==> config.mk <==
export PLATFORM = sky130hd
export DESIGN_NAME = gcars_ctrl
export DESIGN_NICKNAME = d
export VERILOG_FILES = /design/src/hw/rtl/gcars_pkg.sv /design/src/hw/rtl/gcars_ctrl.sv
export SDC_FILE = /design/constraint.sdc
export NUM_CORES = 1
export LEC_CHECK = 0
export BUFFER_PORTS_ARGS = -buffer_cell sky130_fd_sc_hd__buf_2
export CORE_MARGIN = 8
export CORE_UTILIZATION = 49
export DETAILED_ROUTE_END_ITERATION = 8
export PLACE_DENSITY = 0.92
export SETUP_SLACK_MARGIN = 0.5
export SYNTH_ARGS = -nofsm -noshare
export SYNTH_HDL_FRONTEND = slang
export SYNTH_SLANG_ARGS = --single-unit
==> constraint.sdc <==
create_clock -name clk_i -period 1.8 [get_ports clk_i]
set_input_delay 0 -clock clk_i [delete_from_list [all_inputs] [get_ports clk_i]]
set_output_delay 0 -clock clk_i [all_outputs]
set_load 0.02 [all_outputs]
==> src/hw/rtl/gcars_pkg.sv <==
// gcars_pkg: types, codes and widths shared by the grid cell arithmetic
// and range statistics unit; no dependencies
package gcars_pkg;

  localparam int GCARS_MAX_ROWS = 64;
  localparam int GCARS_MAX_COLS = 64;

  localparam int CFG_IDX_W = 2;
  localparam int CFG_DAT_W = 7;
  localparam int CNT_W     = 13;
  localparam int SUM_W     = 44;
  localparam int SQ_W      = 76;
  localparam int DIV_DW    = 76;
  localparam int DIV_VW    = 32;

  localparam logic [CFG_IDX_W-1:0] CFG_ROWS = 2'd0;
  localparam logic [CFG_IDX_W-1:0] CFG_COLS = 2'd1;

  localparam logic [1:0] MODE_ARITH = 2'd0;
  localparam logic [1:0] MODE_RANGE = 2'd1;
  localparam logic [1:0] MODE_READ  = 2'd2;
  localparam logic [1:0] MODE_NOP   = 2'd3;

  localparam logic [2:0] FN_ADD = 3'd0;
  localparam logic [2:0] FN_SUB = 3'd1;
  localparam logic [2:0] FN_MUL = 3'd2;
  localparam logic [2:0] FN_DIV = 3'd3;

  localparam logic [2:0] FN_SUM   = 3'd0;
  localparam logic [2:0] FN_MIN   = 3'd1;
  localparam logic [2:0] FN_MAX   = 3'd2;
  localparam logic [2:0] FN_AVG   = 3'd3;
  localparam logic [2:0] FN_STDEV = 3'd4;

  typedef enum logic [1:0] {
    ST_OK     = 2'd0,
    ST_BADREF = 2'd1,
    ST_DIVZ   = 2'd2,
    ST_INV    = 2'd3
  } status_e;

  typedef enum logic [2:0] {
    AS_TGT, AS_LEFT, AS_RIGHT, AS_SCAN
  } asel_e;

  typedef enum logic [3:0] {
    RS_ZERO, RS_MEM, RS_ARITH, RS_DIVQ, RS_SUM, RS_MIN, RS_MAX, RS_AVG, RS_SQRT
  } rsel_e;

  typedef enum logic [1:0] {
    DS_ARITH, DS_AVG, DS_VAR
  } dsel_e;

  typedef enum logic [4:0] {
    S_CLEAR, S_IDLE, S_CHECK, S_RD_T, S_CAP_T, S_RD_L, S_CAP_L, S_RD_R, S_CAP_R,
    S_EXEC, S_ADIV, S_SCAN_RD, S_SCAN_ACC, S_STAT, S_AVG_WAIT, S_SQ_RD,
    S_SQ_DIFF, S_SQ_MUL, S_SQ_ACC, S_VAR_GO, S_VAR_WAIT, S_SQRT_WAIT, S_DONE
  } state_e;

  typedef struct packed {
    logic [1:0]         mode;
    logic [2:0]         func;
    logic [5:0]         target_row;
    logic [5:0]         target_col;
    logic               left_is_cell;
    logic signed [31:0] left_const;
    logic [5:0]         left_row;
    logic [5:0]         left_col;
    logic               right_is_cell;
    logic signed [31:0] right_const;
    logic [5:0]         right_row;
    logic [5:0]         right_col;
  } in_t;

  typedef struct packed {
    logic [1:0]         status;
    logic signed [31:0] value;
    logic               written;
  } out_t;

  typedef struct packed {
    logic    cap;
    logic    clr_wr;
    logic    rd;
    asel_e   asel;
    logic    ld_a;
    logic    ld_b;
    logic    st_ld;
    status_e st;
    logic    res_ld;
    rsel_e   rsel;
    logic    wr_ld;
    logic    wr_val;
    logic    scan_init;
    logic    scan_next;
    logic    acc;
    logic    sq_diff;
    logic    sq_mul;
    logic    sq_acc;
    logic    div_go;
    dsel_e   dsel;
    logic    sqrt_go;
    logic    out_ld;
  } cmd_t;

  typedef struct packed {
    logic       clr_done;
    status_e    chk;
    logic [1:0] mode;
    logic [2:0] func;
    logic       lcell;
    logic       rcell;
    logic       b_zero;
    logic       scan_last;
    logic       div_done;
    logic       sqrt_done;
    logic       out_full;
  } stat_t;

endpackage

==> src/hw/rtl/gcars_ctrl.sv <==
// gcars_ctrl: command sequencer for the grid unit
// depends on gcars_pkg for state, command and status types
module gcars_ctrl (
  input  logic              clk_i,
  input  logic              rst_ni,
  input  logic              in_valid_i,
  output logic              in_ready_o,
  input  gcars_pkg::stat_t  stat_i,
  output gcars_pkg::cmd_t   cmd_o
);
  gcars_pkg::state_e state_q, state_d;

  always_ff @(posedge clk_i or negedge rst_ni) begin
    if (!rst_ni) begin
      state_q <= gcars_pkg::S_CLEAR;
    end else begin
      state_q <= state_d;
    end
  end

  always_comb begin
    state_d    = state_q;
    in_ready_o = 1'b0;
    cmd_o      = '0;
    cmd_o.asel = gcars_pkg::AS_TGT;
    cmd_o.st   = gcars_pkg::ST_OK;
    cmd_o.rsel = gcars_pkg::RS_ZERO;
    cmd_o.dsel = gcars_pkg::DS_ARITH;
    unique case (state_q)
      gcars_pkg::S_CLEAR: begin
        cmd_o.clr_wr = 1'b1;
        if (stat_i.clr_done) state_d = gcars_pkg::S_IDLE;
      end
      gcars_pkg::S_IDLE: begin
        in_ready_o = 1'b1;
        if (in_valid_i) begin
          cmd_o.cap = 1'b1;
          state_d   = gcars_pkg::S_CHECK;
        end
      end
      gcars_pkg::S_CHECK: begin
        cmd_o.st_ld  = 1'b1;
        cmd_o.st     = stat_i.chk;
        cmd_o.res_ld = 1'b1;
        cmd_o.rsel   = gcars_pkg::RS_ZERO;
        cmd_o.wr_ld  = 1'b1;
        cmd_o.wr_val = 1'b0;
        if (stat_i.chk != gcars_pkg::ST_OK) begin
          state_d = gcars_pkg::S_DONE;
        end else begin
          unique case (stat_i.mode)
            gcars_pkg::MODE_READ: state_d = gcars_pkg::S_RD_T;
            gcars_pkg::MODE_ARITH: begin
              if (stat_i.lcell)      state_d = gcars_pkg::S_RD_L;
              else if (stat_i.rcell) state_d = gcars_pkg::S_RD_R;
              else                   state_d = gcars_pkg::S_EXEC;
            end
            gcars_pkg::MODE_RANGE: begin
              cmd_o.scan_init = 1'b1;
              state_d         = gcars_pkg::S_SCAN_RD;
            end
            default: state_d = gcars_pkg::S_DONE;
          endcase
        end
      end
      gcars_pkg::S_RD_T: begin
        cmd_o.rd   = 1'b1;
        cmd_o.asel = gcars_pkg::AS_TGT;
        state_d    = gcars_pkg::S_CAP_T;
      end
      gcars_pkg::S_CAP_T: begin
        cmd_o.res_ld = 1'b1;
        cmd_o.rsel   = gcars_pkg::RS_MEM;
        state_d      = gcars_pkg::S_DONE;
      end
      gcars_pkg::S_RD_L: begin
        cmd_o.rd   = 1'b1;
        cmd_o.asel = gcars_pkg::AS_LEFT;
        state_d    = gcars_pkg::S_CAP_L;
      end
      gcars_pkg::S_CAP_L: begin
        cmd_o.ld_a = 1'b1;
        state_d    = stat_i.rcell ? gcars_pkg::S_RD_R : gcars_pkg::S_EXEC;
      end
      gcars_pkg::S_RD_R: begin
        cmd_o.rd   = 1'b1;
        cmd_o.asel = gcars_pkg::AS_RIGHT;
        state_d    = gcars_pkg::S_CAP_R;
      end
      gcars_pkg::S_CAP_R: begin
        cmd_o.ld_b = 1'b1;
        state_d    = gcars_pkg::S_EXEC;
      end
      gcars_pkg::S_EXEC: begin
        if (stat_i.func == gcars_pkg::FN_DIV) begin
          if (stat_i.b_zero) begin
            cmd_o.st_ld = 1'b1;
            cmd_o.st    = gcars_pkg::ST_DIVZ;
            state_d     = gcars_pkg::S_DONE;
          end else begin
            cmd_o.div_go = 1'b1;
            cmd_o.dsel   = gcars_pkg::DS_ARITH;
            state_d      = gcars_pkg::S_ADIV;
          end
        end else begin
          cmd_o.res_ld = 1'b1;
          cmd_o.rsel   = gcars_pkg::RS_ARITH;
          cmd_o.wr_ld  = 1'b1;
          cmd_o.wr_val = 1'b1;
          state_d      = gcars_pkg::S_DONE;
        end
      end
      gcars_pkg::S_ADIV: begin
        if (stat_i.div_done) begin
          cmd_o.res_ld = 1'b1;
          cmd_o.rsel   = gcars_pkg::RS_DIVQ;
          cmd_o.wr_ld  = 1'b1;
          cmd_o.wr_val = 1'b1;
          state_d      = gcars_pkg::S_DONE;
        end
      end
      gcars_pkg::S_SCAN_RD: begin
        cmd_o.rd   = 1'b1;
        cmd_o.asel = gcars_pkg::AS_SCAN;
        state_d    = gcars_pkg::S_SCAN_ACC;
      end
      gcars_pkg::S_SCAN_ACC: begin
        cmd_o.acc = 1'b1;
        if (stat_i.scan_last) begin
          state_d = gcars_pkg::S_STAT;
        end else begin
          cmd_o.scan_next = 1'b1;
          state_d         = gcars_pkg::S_SCAN_RD;
        end
      end
      gcars_pkg::S_STAT: begin
        cmd_o.wr_ld  = 1'b1;
        cmd_o.wr_val = 1'b1;
        case (stat_i.func)
          gcars_pkg::FN_SUM: begin
            cmd_o.res_ld = 1'b1;
            cmd_o.rsel   = gcars_pkg::RS_SUM;
            state_d      = gcars_pkg::S_DONE;
          end
          gcars_pkg::FN_MIN: begin
            cmd_o.res_ld = 1'b1;
            cmd_o.rsel   = gcars_pkg::RS_MIN;
            state_d      = gcars_pkg::S_DONE;
          end
          gcars_pkg::FN_MAX: begin
            cmd_o.res_ld = 1'b1;
            cmd_o.rsel   = gcars_pkg::RS_MAX;
            state_d      = gcars_pkg::S_DONE;
          end
          default: begin
            cmd_o.div_go = 1'b1;
            cmd_o.dsel   = gcars_pkg::DS_AVG;
            state_d      = gcars_pkg::S_AVG_WAIT;
          end
        endcase
      end
      gcars_pkg::S_AVG_WAIT: begin
        if (stat_i.div_done) begin
          cmd_o.res_ld = 1'b1;
          cmd_o.rsel   = gcars_pkg::RS_AVG;
          if (stat_i.func == gcars_pkg::FN_AVG) begin
            state_d = gcars_pkg::S_DONE;
          end else begin
            cmd_o.scan_init = 1'b1;
            state_d         = gcars_pkg::S_SQ_RD;
          end
        end
      end
      gcars_pkg::S_SQ_RD: begin
        cmd_o.rd   = 1'b1;
        cmd_o.asel = gcars_pkg::AS_SCAN;
        state_d    = gcars_pkg::S_SQ_DIFF;
      end
      gcars_pkg::S_SQ_DIFF: begin
        cmd_o.sq_diff = 1'b1;
        state_d       = gcars_pkg::S_SQ_MUL;
      end
      gcars_pkg::S_SQ_MUL: begin
        cmd_o.sq_mul = 1'b1;
        state_d      = gcars_pkg::S_SQ_ACC;
      end
      gcars_pkg::S_SQ_ACC: begin
        cmd_o.sq_acc = 1'b1;
        if (stat_i.scan_last) begin
          state_d = gcars_pkg::S_VAR_GO;
        end else begin
          cmd_o.scan_next = 1'b1;
          state_d         = gcars_pkg::S_SQ_RD;
        end
      end
      gcars_pkg::S_VAR_GO: begin
        cmd_o.div_go = 1'b1;
        cmd_o.dsel   = gcars_pkg::DS_VAR;
        state_d      = gcars_pkg::S_VAR_WAIT;
      end
      gcars_pkg::S_VAR_WAIT: begin
        if (stat_i.div_done) begin
          cmd_o.sqrt_go = 1'b1;
          state_d       = gcars_pkg::S_SQRT_WAIT;
        end
      end
      gcars_pkg::S_SQRT_WAIT: begin
        if (stat_i.sqrt_done) begin
          cmd_o.res_ld = 1'b1;
          cmd_o.rsel   = gcars_pkg::RS_SQRT;
          cmd_o.wr_ld  = 1'b1;
          cmd_o.wr_val = 1'b1;
          state_d      = gcars_pkg::S_DONE;
        end
      end
      gcars_pkg::S_DONE: begin
        if (!stat_i.out_full) begin
          cmd_o.out_ld = 1'b1;
          state_d      = gcars_pkg::S_IDLE;
        end
      end
      default: state_d = gcars_pkg::S_IDLE;
    endcase
  end

  a_no_accept_in_clear: assert property (@(posedge clk_i) disable iff (!rst_ni)
    (state_q == gcars_pkg::S_CLEAR) |-> !in_ready_o)
    else $error("input accepted during clearing pass");

  a_out_slot_free: assert property (@(posedge clk_i) disable iff (!rst_ni)
    cmd_o.out_ld |-> !stat_i.out_full)
    else $error("result loaded over a stalled word");

  a_div_restart: assert property (@(posedge clk_i) disable iff (!rst_ni)
    cmd_o.div_go |=> !stat_i.div_done)
    else $error("divider done right after start");

  a_clear_no_write: assert property (@(posedge clk_i) disable iff (!rst_ni)
    cmd_o.clr_wr |-> !cmd_o.out_ld && !cmd_o.rd)
    else $error("clearing pass overlaps a command");
endmodule

==> impl_metrics.json, run 1 <==
{
  "synth_ff_type": "dfrtp_1",
  "ys_ff_latch": 5,
  "async_flop_share": 1.00,
  "cts-resized-gates": 94,
  "die_h_um": 64.9,
  "die_w_um": 64.9,
  "yosysSeqAreaShare": 0.107,
  "synthCells": 174,
  "root_buffer": "clkbuf_4",
  "cts_setup_buffers": 35,
  "outcome": "aborted with a tool error",
  "io_pins": 48,
  "error": "[ERROR DPL-0038] Utilization greater than 100%, impossible to legalize",
  "cts_buffers": 3,
  "htree_levels": 1,
  "clkSinkCount": 5,
  "start_util": 0.525,
  "avgSynthCellArea_um2": 6.74,
  "gp_congestion": 1.00,
  "rows": 17,
  "cts_hold_buf": 1,
  "syn_nets": 192,
  "synth_edf_count": 0,
  "failed_stage": "clock tree synthesis",
  "place_hpwl_um": 3520,
  "numPortBuffers": 46,
  "yosys.cell_types.count": 61,
  "syn_area_um2": 1170,
  "cts_buffer_depth": 2,
  "ys_warn_count": 0
}
## stage by stage
step / setup WS [ps] / cell area (um^2) / cells / hold slack, ps
floorplan: 254 / 1300 / 174 / -296
global placement: 75.9 / 1640 / 256 / -176
detailed placement: 57.3 / 1640 / 256 / -173
## cell families after synthesis
family,share of synthesized area
AND/OR/NAND/NOR,0.456
AO/OA/AOI/OAI,0.295
buffers and inverters,0.120
flip-flops,0.107
multiplexers,0.0181
other,0.00320
## cell usage after synthesis, drive strengths merged (2+ instances only)
library cell / count / area, um^2
o2111ai: 2 / 17.5
nand2b: 5 / 38.8
o21ai: 14 / 73.8
and3b: 2 / 17.5
a2111oi: 2 / 23.8
clkbuf: 2 / 7.51
nor3b: 3 / 27.5
nand4: 3 / 33.8
and2: 3 / 18.8
nor3: 7 / 35.0
and3: 7 / 43.8
a31oi: 2 / 12.5
o21a: 2 / 15.0
a21o: 2 / 15.0
nand2: 19 / 73.8
nand3: 10 / 50.1
a21oi: 11 / 58.8
inv: 8 / 30.0
dfrtp: 5 / 125
buf: 14 / 104
or3b: 3 / 28.8
o22ai: 2 / 12.5
and2b: 2 / 15.0
nor2b: 4 / 25.0
nor2: 18 / 80.1
==> inputs of run 2 (changes only) <==
Settings changed: CORE_AREA set to 8 8 69 71, CORE_MARGIN 8 to not set, CORE_UTILIZATION 49 to not set, DIE_AREA set to 0 0 77 79, PLACE_DENSITY 0.92 to not set, PLACE_DENSITY_LB_ADDON set to 0.15, SETUP_SLACK_MARGIN 0.5 to not set.
==> run 2 against run 1 <==
The flow now finishes without violations; synthesized area unchanged; synthesized cell count unchanged.
==> impl_metrics.json, run 2 <==
{
  "cp_top_family": "simple AND/OR/NAND/NOR gates",
  "hold_slack_ps": 123,
  "wl_per_cell_um": 16.1,
  "synthCells": 174,
  "synth-adder-area-share": 0,
  "synth_ff_type": "dfrtp_1",
  "postRouteAntennaNets": 0,
  "max_stage_delay_ps": 520,
  "synth_top_area_frac": 0.107,
  "htree_levels": 1,
  "worstPathCellList": "buf_12 -> or4_4 -> a21o_1 -> nand4_1 -> buf_4",
  "fillers": 416,
  "avgSynthCellArea_um2": 6.74,
  "largest_register_ffs": 5,
  "finalCritPeriodShare": 0.984,
  "syn_area_um2": 1170,
  "die_w_um": 77,
  "place_hpwl_um": 3660,
  "antenna_found_initial": 0,
  "cap_violations": 0,
  "post_dp_cell_area_um2": 1580,
  "final_cells": 293,
  "numPortBuffers": 46,
  "ys_top_cells_by_area": "dfrtp_1 (11%), nand2_1 (5.8%), buf_6 (4.8%)",
  "arrival_ps": 1770,
  "cts_buffers": 3,
  "outcome": "complete, no violations",
  "max_slew_margin": 0.671,
  "io_pins": 48,
  "synth_compound_area_frac": 0.295,
  "cp.required_ps": 1800,
  "first_iter_violations": 147,
  "synth_top_family_by_area": "simple AND/OR/NAND/NOR gates",
  "area_growth_syn_to_layout_pct": 48.8,
  "largestRegisters": "state_q (5)",
  "final_common_cell": "buf_2",
  "fin_setup_tns_ps": 0,
  "gp_congestion": 0.875,
  "cts_tree": "yes",
  "critPathLaunchType": "flip-flop",
  "vdd_drop_max_uv": 566,
  "drcViolationCount": 0,
  "path_class": "flip-flop to output pin",
  "synthTopCellsByCount": "nand2_1 (18), nor2_1 (15), a21oi_1 (10), nand3_1 (10), o21ai_0 (10)",
  "die_area_um2": 6080,
  "dr.pass1.iters": 4,
  "finalSetupViolCount": 0,
  "synth_edf_count": 0,
  "vias": 1578,
  "placed_cells": 280,
  "end_kind": "output pin",
  "drv_slew": 0,
  "grt_overflow": 0,
  "synth.area.mux_share": 0.0181,
  "power_mw": 2.89,
  "synth_simple_gate_area_share": 0.456,
  "finalHoldViolCount": 0,
  "clkSinkCount": 5,
  "synth_top_area_cell": "dfrtp_1",
  "gr-usage-all-layers": 0.146,
  "coreArea_um2": 3800,
  "cts_buffer_depth": 2,
  "vias_per_cell": 5.39,
  "die_h_um": 79,
  "regMostFlops": "state_q",
  "final_core_util": 0.460,
  "yosys.cell_types.count": 61,
  "crit_fanout": 9,
  "start_util": 0.309,
  "grt_start_max_net_pins": 19,
  "ys_warn_count": 0,
  "ys_ff_latch": 5,
  "rr_startpoint": "state_q[3]$_DFFE_PN0P_",
  "yosysMostFrequentCell": "nand2_1",
  "crit_slowest_cell": "or4_4",
  "grt_pass1_wl_um": 7510,
  "synthXorXnorAreaFrac": 0,
  "rows": 23,
  "fmax_ghz": 0.564,
  "grt_pass1_vias": 1544,
  "wirelength_um": 4720,
  "async_flop_share": 1.00,
  "power.density_nw_per_um2": 1660,
  "hp-class": "primary input to asynchronous set/reset pin",
  "startpoint": "state_q[4]$_DFFE_PN0P_",
  "regToRegSetupSlack_ps": 60,
  "clk_latency_ps": 220,
  "post-route-min-period_ps": 1770,
  "mostFrequentLayoutCells": "buf_2 (41), buf_4 (31), nand2_1 (17), nor2_1 (14)",
  "rsz0062_at_grt": "yes",
  "root_buffer": "clkbuf_8",
  "syn_nets": 192,
  "cp_num_buf_inv": 2,
  "post-route-cell-area_um2": 1750,
  "leakagePower_nw": 0.882,
  "diodes": 0,
  "finClkSkew_ps": 1.35,
  "layout-drive-gt1-share": 0.436,
  "clk_pin_slew_ps": 40,
  "layout.nets": 262,
  "fin_ws_ps": 28.0,
  "yosysSeqAreaShare": 0.107,
  "dp_slack_ps": 75.6,
  "worst_slew_pin_slew_ps": 491
}
[run 2: cell counts after synthesis]
Identical to the previous run, type by type.
[run 2: layer usage]
metal | GRT usage | wire (um)
met5 | 0 | 0
met1 | 0.192 | 2090
met3 | 0.0293 | 352
met4 | 0.0434 | 80
met2 | 0.236 | 2200
[run 2: cell families after synthesis]
| group | after synthesis |
|---|---|
| buffers and inverters | 24 |
| AOI/OAI and AO/OA | 51 |
| DFF | 5 |
| other | 1 |
| and+or+nand+nor | 91 |
| muxes | 2 |
[run 2: cell type report]
cell class,instances,area [um^2],area share
Clock inverter,1,5.00,0.00287
Sequential cell,5,130,0.0745
Multi-Input combinational cell,145,931,0.533
Inverter,8,30.0,0.0172
Clock buffer,3,41.3,0.0236
Timing Repair Buffer,81,547,0.313
Tap cell,50,62.6,0.0358
[run 2: worst paths after layout]
path	to	cells past startpoint
max	cmd_o[17]	5
max in group asynchronous	state_q[2]$_DFFE_PN0P_	2
min in group clk_i	state_q[2]$_DFFE_PN0P_	4
min	state_q[0]$_DFFE_PN0P_	2
max reg2reg	state_q[2]$_DFFE_PN0P_	6
min reg2reg	state_q[4]$_DFFE_PN0P_	3
[run 2: timing repair]
action | 4_1_cts | 5_1_grt
pin swaps | 3 | 5
endpoints found under the hold margin | 5 | 0
resized for setup | 7 | 18
setup buffers | 5 | 6
hold buffers | 1 | 0
setup endpoints to repair | 9 | 14
[run 2: power by group]
part / switching (mW) / total (mW) / internal [mW]
sequential: 0.0856 / 0.264 / 0.178
clock: 0.0608 / 0.210 / 0.149
combinational: 1.30 / 2.42 / 1.12
No activity file was read; power rests on OpenSTA's default activity.
